--- config.mk ---
export PLATFORM = sky130hd
export DESIGN_NAME = sdsc_front
export DESIGN_NICKNAME = d
export VERILOG_FILES = /design/src/hw/rtl/sdsc_pkg.sv /design/src/hw/rtl/sdsc_front.sv
export SDC_FILE = /design/constraint.sdc
export NUM_CORES = 1
export LEC_CHECK = 0
export ABC_AREA = 1
export BUFFER_PORTS_ARGS = -buffer_cell sky130_fd_sc_hd__buf_4
export CORE_MARGIN = 1
export CORE_UTILIZATION = 59
export CTS_CLUSTER_DIAMETER = 150
export DETAILED_ROUTE_END_ITERATION = 10
export GPL_TIMING_DRIVEN = 1
export PLACE_DENSITY = 0.81
export SKIP_LAST_GASP = 1
export SYNTH_ARGS = -nofsm -noshare
export SYNTH_HDL_FRONTEND = slang
export SYNTH_SLANG_ARGS = --single-unit
--- constraint.sdc ---
create_clock -name clk -period 3.1 [get_ports clk]
set_input_delay 0.31 -clock clk [delete_from_list [all_inputs] [get_ports clk]]
set_output_delay 0.31 -clock clk [all_outputs]
set_load 0.1 [all_outputs]
--- src/hw/rtl/sdsc_pkg.sv ---
// Shared constants, types and state codes of the slice dropout scorer.
`timescale 1ns / 1ps
`default_nettype none

package sdsc_pkg;

    localparam int unsigned MAX_SLICES   = 128;
    localparam int unsigned B_CLASSES    = 16;
    localparam int unsigned SLICE_VOXELS = 65536;
    localparam int unsigned VOXEL_BITS   = 16;

    localparam int unsigned CLS_W     = 4;
    localparam int unsigned CNT_W     = 17;
    localparam int unsigned IDX_W     = $clog2(MAX_SLICES);
    localparam int unsigned IDX_CNT_W = $clog2(MAX_SLICES + 1);
    localparam int unsigned REF_DEPTH = B_CLASSES * MAX_SLICES;
    localparam int unsigned REF_AW    = $clog2(REF_DEPTH);

    localparam int unsigned FRM_W     = 8;
    localparam int unsigned FSUM_W    = 23;
    localparam int unsigned TOT_W     = 24;
    localparam int unsigned TSUM_W    = 40;
    localparam int unsigned AVG_W     = 16;

    localparam int unsigned DIV_Q_W   = 16;
    localparam int unsigned DIV_D_W   = 25;
    localparam int unsigned DIV_N_W   = DIV_D_W + DIV_Q_W;
    localparam int unsigned DIV_CNT_W = $clog2(DIV_Q_W);

    localparam int unsigned FIFO_DEPTH  = 4;
    localparam int unsigned FIFO_PTR_W  = $clog2(FIFO_DEPTH);
    localparam int unsigned FIFO_FILL_W = $clog2(FIFO_DEPTH + 1);

    localparam logic [CNT_W-1:0]   FLOOR_RESET = CNT_W'(3277);
    localparam logic [TOT_W-1:0]   TOTAL_MAX   = {TOT_W{1'b1}};
    localparam logic [AVG_W-1:0]   SCORE_TWO   = AVG_W'(32768);
    localparam logic [DIV_N_W-1:0] EMPTY_NUM   = DIV_N_W'(32768);
    localparam logic [DIV_D_W-1:0] EMPTY_DEN   = DIV_D_W'(2);
    localparam logic [DIV_N_W-1:0] SCORE_SCALE = DIV_N_W'(327680);

    typedef struct packed {
        logic [CNT_W-1:0] count;
        logic [CLS_W-1:0] cls;
        logic [IDX_W-1:0] idx;
        logic             in_range;
        logic             run_start;
        logic             frame_end;
    } sdsc_rec_t;

    typedef enum logic [2:0] {
        ST_IDLE,
        ST_LOOK,
        ST_SDIV,
        ST_FSTART,
        ST_FDIV,
        ST_TDIV,
        ST_EMIT
    } sdsc_state_t;

endpackage

`default_nettype wire

--- src/hw/rtl/sdsc_front.sv ---
// Front end: per-slice voxel counting and the slice transaction queue.
`timescale 1ns / 1ps
`default_nettype none

module sdsc_front
    import sdsc_pkg::*;
(
    input  wire logic                  clk,
    input  wire logic                  rst_n,
    input  wire logic                  voxel_valid,
    output logic                       voxel_stall,
    input  wire logic [VOXEL_BITS-1:0] voxel_value,
    input  wire logic [VOXEL_BITS-1:0] frame_threshold,
    input  wire logic [CLS_W-1:0]      b_class,
    input  wire logic                  slice_end,
    input  wire logic                  frame_end,
    input  wire logic                  run_start,
    output logic                       rec_empty,
    output sdsc_rec_t                  rec_head,
    input  wire logic                  rec_pop
);

    logic [CNT_W-1:0]       cnt_reg;
    logic [IDX_CNT_W-1:0]   idx_reg;
    logic                   rs_pend_reg;
    sdsc_rec_t              fifo_reg [FIFO_DEPTH];
    logic [FIFO_PTR_W-1:0]  wr_ptr_reg;
    logic [FIFO_PTR_W-1:0]  rd_ptr_reg;
    logic [FIFO_FILL_W-1:0] fill_reg;

    logic                   accept;
    logic                   closing;
    logic                   push;
    logic                   above;
    logic                   in_rng;
    logic [CNT_W-1:0]       base_cnt;
    logic [CNT_W-1:0]       cnt_inc;
    logic [IDX_CNT_W-1:0]   base_idx;
    sdsc_rec_t              rec_new;

    assign voxel_stall = (fill_reg == FIFO_FILL_W'(FIFO_DEPTH));
    assign accept      = voxel_valid && !voxel_stall;
    assign closing     = slice_end || frame_end;
    assign push        = accept && closing;
    assign rec_empty   = (fill_reg == '0);
    assign rec_head    = fifo_reg[rd_ptr_reg];

    always_comb
    begin
        base_cnt = run_start ? '0 : cnt_reg;
        base_idx = run_start ? '0 : idx_reg;
        above    = (voxel_value > frame_threshold) && (base_cnt < CNT_W'(SLICE_VOXELS));
        cnt_inc  = base_cnt + CNT_W'(above);
        in_rng   = base_idx < IDX_CNT_W'(MAX_SLICES);

        rec_new.count     = cnt_inc;
        rec_new.cls       = b_class;
        rec_new.idx       = base_idx[IDX_W-1:0];
        rec_new.in_range  = in_rng;
        rec_new.run_start = run_start || rs_pend_reg;
        rec_new.frame_end = frame_end;
    end

    always_ff @(posedge clk or negedge rst_n)
    begin
        if (!rst_n)
        begin
            cnt_reg     <= '0;
            idx_reg     <= '0;
            rs_pend_reg <= 1'b0;
        end
        else if (accept)
        begin
            if (closing)
            begin
                cnt_reg     <= '0;
                rs_pend_reg <= 1'b0;
                if (frame_end)
                begin
                    idx_reg <= '0;
                end
                else if (in_rng)
                begin
                    idx_reg <= base_idx + IDX_CNT_W'(1);
                end
                else
                begin
                    idx_reg <= base_idx;
                end
            end
            else
            begin
                cnt_reg     <= cnt_inc;
                idx_reg     <= base_idx;
                rs_pend_reg <= rs_pend_reg || run_start;
            end
        end
    end

    always_ff @(posedge clk or negedge rst_n)
    begin
        if (!rst_n)
        begin
            wr_ptr_reg <= '0;
            rd_ptr_reg <= '0;
            fill_reg   <= '0;
        end
        else
        begin
            if (push)
            begin
                wr_ptr_reg <= wr_ptr_reg + FIFO_PTR_W'(1);
            end
            if (rec_pop)
            begin
                rd_ptr_reg <= rd_ptr_reg + FIFO_PTR_W'(1);
            end
            unique case ({push, rec_pop})
                2'b10:   fill_reg <= fill_reg + FIFO_FILL_W'(1);
                2'b01:   fill_reg <= fill_reg - FIFO_FILL_W'(1);
                default: fill_reg <= fill_reg;
            endcase
        end
    end

    always_ff @(posedge clk)
    begin
        if (push)
        begin
            fifo_reg[wr_ptr_reg] <= rec_new;
        end
    end

endmodule

`default_nettype wire

After elaboration in Yosys (flattened, before gate mapping)
Memories as Yosys holds them, arrays and structs flattened. Cells that the tools add are included.

Order comparisons: 3. Add/sub/neg operators: 6. Multiplexer cells: 10. Reductions and logical operators: 8. Eq/ne operators: 3.

Operators with widths (number): $mux W17 (2); $mux W8 (4); $add A17 B1 Y17 (1); $lt A17 B17 Y1 const B (1); $gt A16 B16 Y1 (1); $add A8 B1 Y8 const B (1); $lt A8 B8 Y1 const B (1); $pmux W3 S2 (1); $add A2 B1 Y2 const B (2); $add A3 B1 Y3 const B (1); $eq A3 B3 Y1 const B (1); $logic_and A1 B1 Y1 (3); $logic_not A3 Y1 (1); $mux W1 (3); $sub A3 B1 Y3 const B (1); $eq A2 B1 Y1 const B (1); $eq A2 B2 Y1 const B (1); $logic_or A1 B1 Y1 (2); $reduce_bool A2 Y1 (1); $logic_not A1 Y1 (1).

Register bits: 33. Output and inout port bits: 33. Memories: 1. RAM bits: 124. Logic and storage cells: 37. Input port bits: 43.

Memory list: fifo_reg (depth 4, bits a word 31, rd ports 1, clocked after Yosys merged registers in 0, write ports 1, RTL line sdsc_front.sv:26) `sdsc_rec_t fifo_reg [FIFO_DEPTH];`.

Longest topological paths before layout
Gate-level depths: netlist of the first run.

Word-level depth: 6. Depth in mapped cells: 21. Mapped depth without buffers: 21.

Least setup slack after synthesis of the first run
Ideal clock, no wire load.

Path kind: register to output. Start point: register fill_reg[0]. End point: output rec_empty. Required time: 2.790 ns. Path slack: 0.316 ns. Arrival: 2.474 ns. Stages on the path, launching flop included: 2. Cells stage by stage: dfrtp_1 nor3_1.

Word-level cells in the longest chain between the ends: 1.

Ends and longest elaborated chain: start: declaration (RTL line sdsc_front.sv:29) `logic [FIFO_FILL_W-1:0] fill_reg;`; start signal: assignment (RTL line sdsc_front.sv:119) `2'b10: fill_reg <= fill_reg + FIFO_FILL_W'(1);`; start signal: assignment (RTL line sdsc_front.sv:120) `2'b01: fill_reg <= fill_reg - FIFO_FILL_W'(1);`; start signal: assignment (RTL line sdsc_front.sv:121) `default: fill_reg <= fill_reg;`; $logic_not A3 Y1 (RTL line sdsc_front.sv:45) `assign rec_empty = (fill_reg == '0);`; end: declaration (RTL line sdsc_front.sv:18) `output logic rec_empty,`.

Every way passes these cells.

==> summary.txt, run 1 <==
GRT
  • Busiest grt layer: met2
  • Met3 GRT Util: under 10%
  • First-pass GRT wire length: between 20 and 30 mm
  • Number of global-route vias before repair: ~5100
  • Largest net degree at the start of global routing: 65
  • Overflow after GRT: 0
  • Antenna violations before repair: 0
  • Total GRT Usage: around a quarter
  • M1 GR Usage: approximately 34%
  • Met2 Usage GRT: ~45%

Power and ir drop
  • Clock share of power: 23.0%
  • Internal power: 4831 uW
  • Leakage power: 0.003587 uW
  • Switching part of the total: roughly half
  • Psw: about 4600 uW
  • Total power: roughly 9400 uW
  • Comb pwr share: 48.1%
  • Sequential power share: between 20% and 30%
  • Worst vdd rail ir drop: between 700 and 800 uV
  • P per Cell Area: ~1100 mW/mm^2

Worst setup path
  • Slowest CP cell: clkinv_1
  • CP bufs+invs: 3
  • RR Startpoint: fill_reg[0]
  • CP top delay family: buffers and inverters
  • R2r endpoint: fill_reg[1]
  • Critical Path Sink: rec_head[19]
  • Worst setup path class: flop to primary output
  • WP data required: 2790 ps
  • WP data arrival: 2530 ps
  • Most frequent CP cell: buf_4
  • Worst setup EP type: primary output
  • Crit path from: rd_ptr_reg[0]
  • Kind of start point of the critical path: flop
  • Crit. path cell count: 5
  • R2R depth: 9
  • Worst-path cell chain: clkinv_1 > buf_4 > o21ai_0 > o22ai_1 > buf_4
  • CP Max Fanout: 26
  • Reg-to-reg slack, setup: about 730 ps
  • Worst path max stage delay: 610 ps

Finish
  • Share of cells above drive strength 1: about a fifth
  • # diodes: 0
  • Max reg flops: about 120
  • Area growth syn-to-layout: 18.58%
  • # nets final: 823
  • Non-filler cells, final: around 900

Route
  • Via count: 5208
  • DRT Wirelength: 15.89 mm
  • Per-cell routed wire length: between 15 and 20 um
  • Residual DRC: 0
  • Final ANT Viol Nets: 0
  • Drt first-iter violations: between 500 and 600
  • DR vias/cell: around 5.7
  • Detailed Routing Iterations Pass 1: 5

STA
  • Hold Violations, Final: 0
  • Slew headroom: between 40% and 50%
  • Tcrit/Tclk final: 91.59%
  • Setup Total Neg Slack: 0 ps
  • Highest Clock Rate: ~0.35 GHz
  • Tmin final: between 2000 and 3000 ps
  • Worst clock skew: about 7.4 ps
  • Slew @ Worst Pin: about 770 ps
  • Final Worst Setup Slack: between 200 and 300 ps
  • Final setup violation count: 0
  • Fin. max-slew vios: 0
  • RSZ-0062 raised after global routing: no

Floorplan
  • Die Y-Extent: 112.8 um
  • Cell Rows: 40
  • Die W: 112.8 um
  • I/O pin total: between 70 and 80
  • Die area: about 0.013 mm^2
  • Core box area: roughly 0.012 mm^2
  • Initial Util: between 60% and 70%

Clock tree
  • Total CTS buffers: 17
  • Deepest clock path buffer count: 2
  • Root Driver: clkbuf_16
  • CTS tree: built
  • Sink Count: 157
  • Setup Buffers After CTS: 0
  • Clock Latency Late Sink: 420 ps
  • # H-tree levels: 4
  • Post-cts resize count: 0
  • Clk slew on worst S/H paths: 60 ps

Yosys
  • Synth Warn #: 0
  • Synth Cell Area: 0.007241 mm^2
  • Synthesized flop and latch total: around 160
  • Mean Syn Cell Area: between 10 and 15 um^2
  • Synthesized net count: 744
  • Synth cell types: 31
  • Seq/Total Area, Yosys: between 60% and 70%
  • Syn Inst Count: roughly 680

Run status
  • Outcome: completed

Flow run
  • Max Cap Violations: 0

Place
  • DP Cell Count: slightly below 900
  • Number of I/O port buffers: between 70 and 80
  • Dpl ws: between 200 and 300 ps
  • Placer Congestion: approximately 0.86
  • Dpl hpwl: about 10 mm

Hold path
  • Hold Crit Class: input pin to flop
-- worst min path at each step --
stage,from,end,cells after the start
2_1_floorplan,rst_n,cnt_reg[0],0
3_3_place_gp,rst_n,idx_reg[1],1
3_5_place_dp,rst_n,idx_reg[3],1
4_1_cts,b_class[2],fifo_reg[1][12],1
5_1_grt,b_class[2],fifo_reg[2][12],1
6_report,b_class[1],fifo_reg[0][11],1
-- cells by family after synthesis --
family,share of synthesized area (%)
AOI/OAI and AO/OA,9.659
xor gates and xnor gates,1.659
adders and majority gates,4.424
buffers and inverters,5.771
DFF,62.83
and+or+nand+nor,15.66
-- Yosys cell counts --
cell type  instances  share of area [%]
and2_1             6               0.52
buf_6              2               0.31
o21ai_0           78                5.4
o22ai_1           39                3.4
nand2_2            3               0.26
nor2_4             6               0.93
o21ai_1            1              0.069
edfxtp_1         124                 51
nand4_1            5               0.43
inv_8              1               0.16
buf_8              1               0.21
clkbuf_1          18               0.93
xor2_2             2               0.45
nor3_1             4               0.28
xor2_1             7               0.85
inv_1             72                3.7
nor2_8             1               0.28
ha_1              24                4.1
clkinv_1           1              0.052
nand3_1           21                1.5
a21oi_1           12               0.83
fa_1               1               0.28
nand2_1           96                5.0
inv_2              2               0.10
buf_2              4               0.28
xnor2_1            3               0.36
nand3_2            1               0.14
dfrtp_1           33                 11
nor2_1            95                4.9
nand2_4            5               0.78
nor2_2             8               0.69
-- power by group through the flow --
stage                     sequential (uW)  combinational [uW]  clock (uW)
after floorplan                      2740                3470           0
after global placement               2730                4410           0
after detailed placement             2750                4500           0
after CTS                            2710                4530        2160
after global routing                 2740                4710        2250
final                                2710                4520        2160
-- worst reg2reg max path, delay by kind of cell (launching register included) --
kind	cells	cell delay (ps)
and+or+nand+nor	3	650
adders and majority gates	2	650
AOI/OAI and AO/OA	1	200
buffers and inverters	3	400
DFF	1	400
-- stage by stage --
| step | cell area (um^2) | utilization [%] | hold slack, ps |
|---|---|---|---|
| after floorplan | 7241 | - | 14.41 |
| after global placement | 7954 | 66.22 | 294.4 |
| after detailed placement | 7954 | 66.22 | 302.7 |
| after CTS | 8586 | 71.48 | 81.25 |
| after global routing | 8586 | 71.48 | 83.82 |
| final | 8586 | 71.48 | 93.23 |
-- placed cells by master (no fill, tap or decap), drive strengths merged --
cell	n
a21oi	12
nor2	110
o21ai	79
bufinv	4
nand4	5
buf	84
fa	1
edfxtp	124
clkinvlp	2
clkbuf	17
xnor2	3
ha	24
nand3	22
clkinv	9
dlygate4sd3	1
and2	6
inv	76
xor2	9
dfrtp	33
o22ai	39
nand2	104
nor3	4
-- repair_timing --
action	4_1_cts	5_1_grt
setup endpoints to repair	0	0
hold buffers	1	0
endpoints found under the hold margin	33	0
-- final cells by class --
| class | instances | area, um^2 |
|---|---|---|
| sequential | 157 | 4551 |
| fill | 827 | 3426 |
| multi-input combinational | 418 | 2283 |
| timing repair buffer | 85 | 653.1 |
| clock buffer | 17 | 425.4 |
| inverter | 76 | 292.8 |
| clock inverter | 15 | 196.4 |
| tap | 147 | 183.9 |
-- layer usage --
layer  part of all wire [%]  up-vias  wire length, um
met5                      0        -                0
met4                    2.2        0              350
met3                    7.1       27             1124
met2                     50      215             7899
met1                     41     2492             6513
li1                       -     2474                -
(Power assumes the default switching activity.)
==> run 2: changes to the inputs <==
- BUFFER_PORTS_ARGS: -buffer_cell sky130_fd_sc_hd__buf_4 -> not set
- CORE_UTILIZATION: 59 -> 60
- DONT_BUFFER_PORTS: not set -> 1
- PLACE_DENSITY: 0.81 -> 0.77
- REMOVE_ABC_BUFFERS: not set -> 1
==> run 2 against run 1 <==
  * The flow now finishes with violations (DRC)
  * Worst setup slack better by 140 ps
  * Non-clock buffer count is 36 lower
  * Sequential cell count stayed put
  * Die area is 1.6% lower
  * Hold slack worse by 55 ps
  * Via count is 1.1% lower
  * Wire length is 1.5% higher
  * Final cell count is 4.4% lower
  * Combinational power is 26% higher
  * Sequential share of layout area is 2.7 points lower
  * Utilization is 6.7 points higher
  * Critical path type unchanged
  * Highest routed layer unchanged
==> summary.txt, run 2 (same netlist as run 1, synthesis figures left out) <==
Route
  • DRT Wirelength: 16.13 mm (+1.5%)
  • Detailed Routing Iterations Pass 1: 10 (+5)
  • Residual DRC: 3 (+3)
  • Final ANT Viol Nets: 0 (unchanged)
  • Drt first-iter violations: 499 (-14%)
  • Via count: 5153 (-1.1%)
  • Per-cell routed wire length: 18.43 um (+6.1%)
  • DR vias/cell: 5.889 (+3.5%)

Clock tree
  • CTS tree: built
  • Hold-fix buffers, CTS: 8 (+7)
  • Total CTS buffers: 17 (unchanged)
  • Post-cts resize count: 0 (unchanged)
  • Sink Count: 157 (unchanged)
  • Setup Buffers After CTS: 0 (unchanged)
  • # H-tree levels: 4 (unchanged)
  • Clk slew on worst S/H paths: 60 ps (about the same)
  • Root Driver: clkbuf_16
  • Deepest clock path buffer count: 2 (unchanged)
  • Clock Latency Late Sink: 430 ps (about the same)

GRT
  • Number of global-route vias before repair: 5442 (+5.7%)
  • Overflow after GRT: 0 (unchanged)
  • Antenna violations before repair: 0 (unchanged)
  • Largest net degree at the start of global routing: 65 (unchanged)
  • First-pass GRT wire length: 26.64 mm (+5.3%)
  • Total GRT Usage: 28.28% (+1.8 points)

Place
  • Number of I/O port buffers: 0 (-100%)
  • Placer Congestion: 0.8846 (+2.9%)
  • DP Cell Count: 835 (-5.3%)
  • Dpl hpwl: 9.529 mm (-4.7%)
  • Dpl ws: 311.0 ps (+21.43 ps)

Finish
  • Max reg flops: 124 (unchanged)
  • Area growth syn-to-layout: 24.85%
  • # diodes: 0 (unchanged)
  • Utilization after layout: 78.17% (+6.7 points)
  • Fillcell total: 685 (-17%)
  • Non-filler cells, final: 875 (-4.4%)
  • Share of cells above drive strength 1: 18.99% (-0.28 points)
  • # nets final: 787 (-4.4%)
  • Commonest non-fill, non-tap cells in the layout: 124 x edfxtp_1, 96 x nand2_1, 91 x nor2_1
  • Commonest non-fill, non-tap cell in the layout: edfxtp_1

Power and ir drop
  • Sequential power share: 25.0% (-3.9 points)
  • Psw: 4841 uW (+6.3%)
  • Clock share of power: 22.9% (about the same)
  • Internal power: 6058 uW (+25%)
  • Worst vdd rail ir drop: 1332 uV (+74%)
  • Comb pwr share: 52.1% (+4.0 points)
  • Switching part of the total: 44.42% (-4.1 points)
  • P per Cell Area: 1206 mW/mm^2 (+10%)
  • Leakage power: 0.003716 uW (+3.6%)

Worst setup path
  • Kind of start point of the critical path: flop
  • WP data arrival: 2390 ps (-140 ps)
  • CP Max Fanout: 40 (+54%)
  • Worst setup EP type: primary output
  • R2R depth: 11 (+2)
  • Worst setup path class: flop to primary output
  • WP data required: 2790 ps (about the same)
  • Crit path from: rd_ptr_reg[0]
  • RR Startpoint: fill_reg[1]

Floorplan
  • Core box area: 0.01156 mm^2 (-3.7%)
  • Die area: 0.01251 mm^2 (-1.6%)
  • Cell Rows: 39 (-2.5%)
  • Initial Util: 62.61% (+2.3 points)
  • I/O pin total: 76 (unchanged)
  • Die W: 111.9 um (-0.82%)
  • Die Y-Extent: 111.9 um (-0.82%)

STA
  • RSZ-0062 raised after global routing: no
  • Hold Violations, Final: 0 (unchanged)
  • Fin. max-slew vios: 0 (unchanged)
  • Setup Total Neg Slack: 0 ps (unchanged)
  • Final Worst Setup Slack: 404.6 ps (+144.0 ps)
  • Tcrit/Tclk final: 86.95% (-4.6 points)
  • Final setup violation count: 0 (unchanged)
  • Tmin final: 2695 ps (-144.0 ps)
  • Highest Clock Rate: 0.3710 GHz (+5.3%)
  • Slew @ Worst Pin: 822.7 ps (+50.24 ps)
  • Worst clock skew: 5.678 ps (-1.728 ps)
  • Slew headroom: 45.09% (-3.1 points)

Run status
  • Failing checks: DRC
  • Outcome: complete, but fails checks

Hold path
  • Hold_sp: rec_pop
  • Hold Crit Class: input pin to flop
  • Hold depth: 2 (+1)

Flow run
  • Max Cap Violations: 0 (unchanged)
run 2: cell types whose count changed in the layout (fill, tap and decap cells not counted), sizes merged:
cell         previous run  this run
buf                    84        42
clkinv                  9         4
bufinv                  4         8
dlygate4sd3             1         7
clkinvlp                2         3
run 2: area by class of cell:
cell class / count / area [um^2] / share of cell area (%)
inverter: 76 / 292.8 / 3.239
multi-input combinational: 418 / 2482 / 27.46
sequential: 157 / 4551 / 50.34
timing repair buffer: 49 / 818.3 / 9.052
clock buffer: 17 / 425.4 / 4.706
clock inverter: 15 / 291.5 / 3.225
tap: 143 / 178.9 / 1.979
run 2: critical path, cell delays in order (launching register included):
cell      delay, ps
dfrtp_2         350
clkinv_1        570
buf_12          430
o21ai_0         250
o22ai_2         140
buf_12          190
run 2: final timing paths:
| check | endpoint | slack, ps |
|---|---|---|
| min in group asynchronous | wr_ptr_reg[0] | 320 |
| setup reg to reg | fill_reg[2] | 690 |
| hold / removal | rd_ptr_reg[1] | 40 |
| max in group asynchronous | rd_ptr_reg[0] | 2570 |
| setup / recovery | rec_head[24] | 400 |
| hold reg to reg | idx_reg[7] | 490 |
run 2: power by group through the flow:
stage	sequential (uW)	clock, uW	combinational, uW
detailed placement	2760	0	5630
finish	2720	2490	5680
CTS	2720	2500	5700
global placement	2740	0	5540
floorplan	2830	0	3290
global route	2740	2590	5900
run 2: stage by stage:
stage | hold WS (ps) | total power [uW] | cell area (um^2)
floorplan | 14.41 | 6124 | 7116
global placement | 15.61 | 8276 | 8233
detailed placement | 15.84 | 8388 | 8233
CTS | 27.47 | 10920 | 9040
global route | 44.05 | 11230 | 9040
finish | 38.40 | 10900 | 9040
run 2: layer usage:
layer  share of wire [%]  track usage, %
met3                 5.8           5.117
met5                   0               0
met2                  51           48.36
met4                 1.9           13.33
met1                  41           34.99
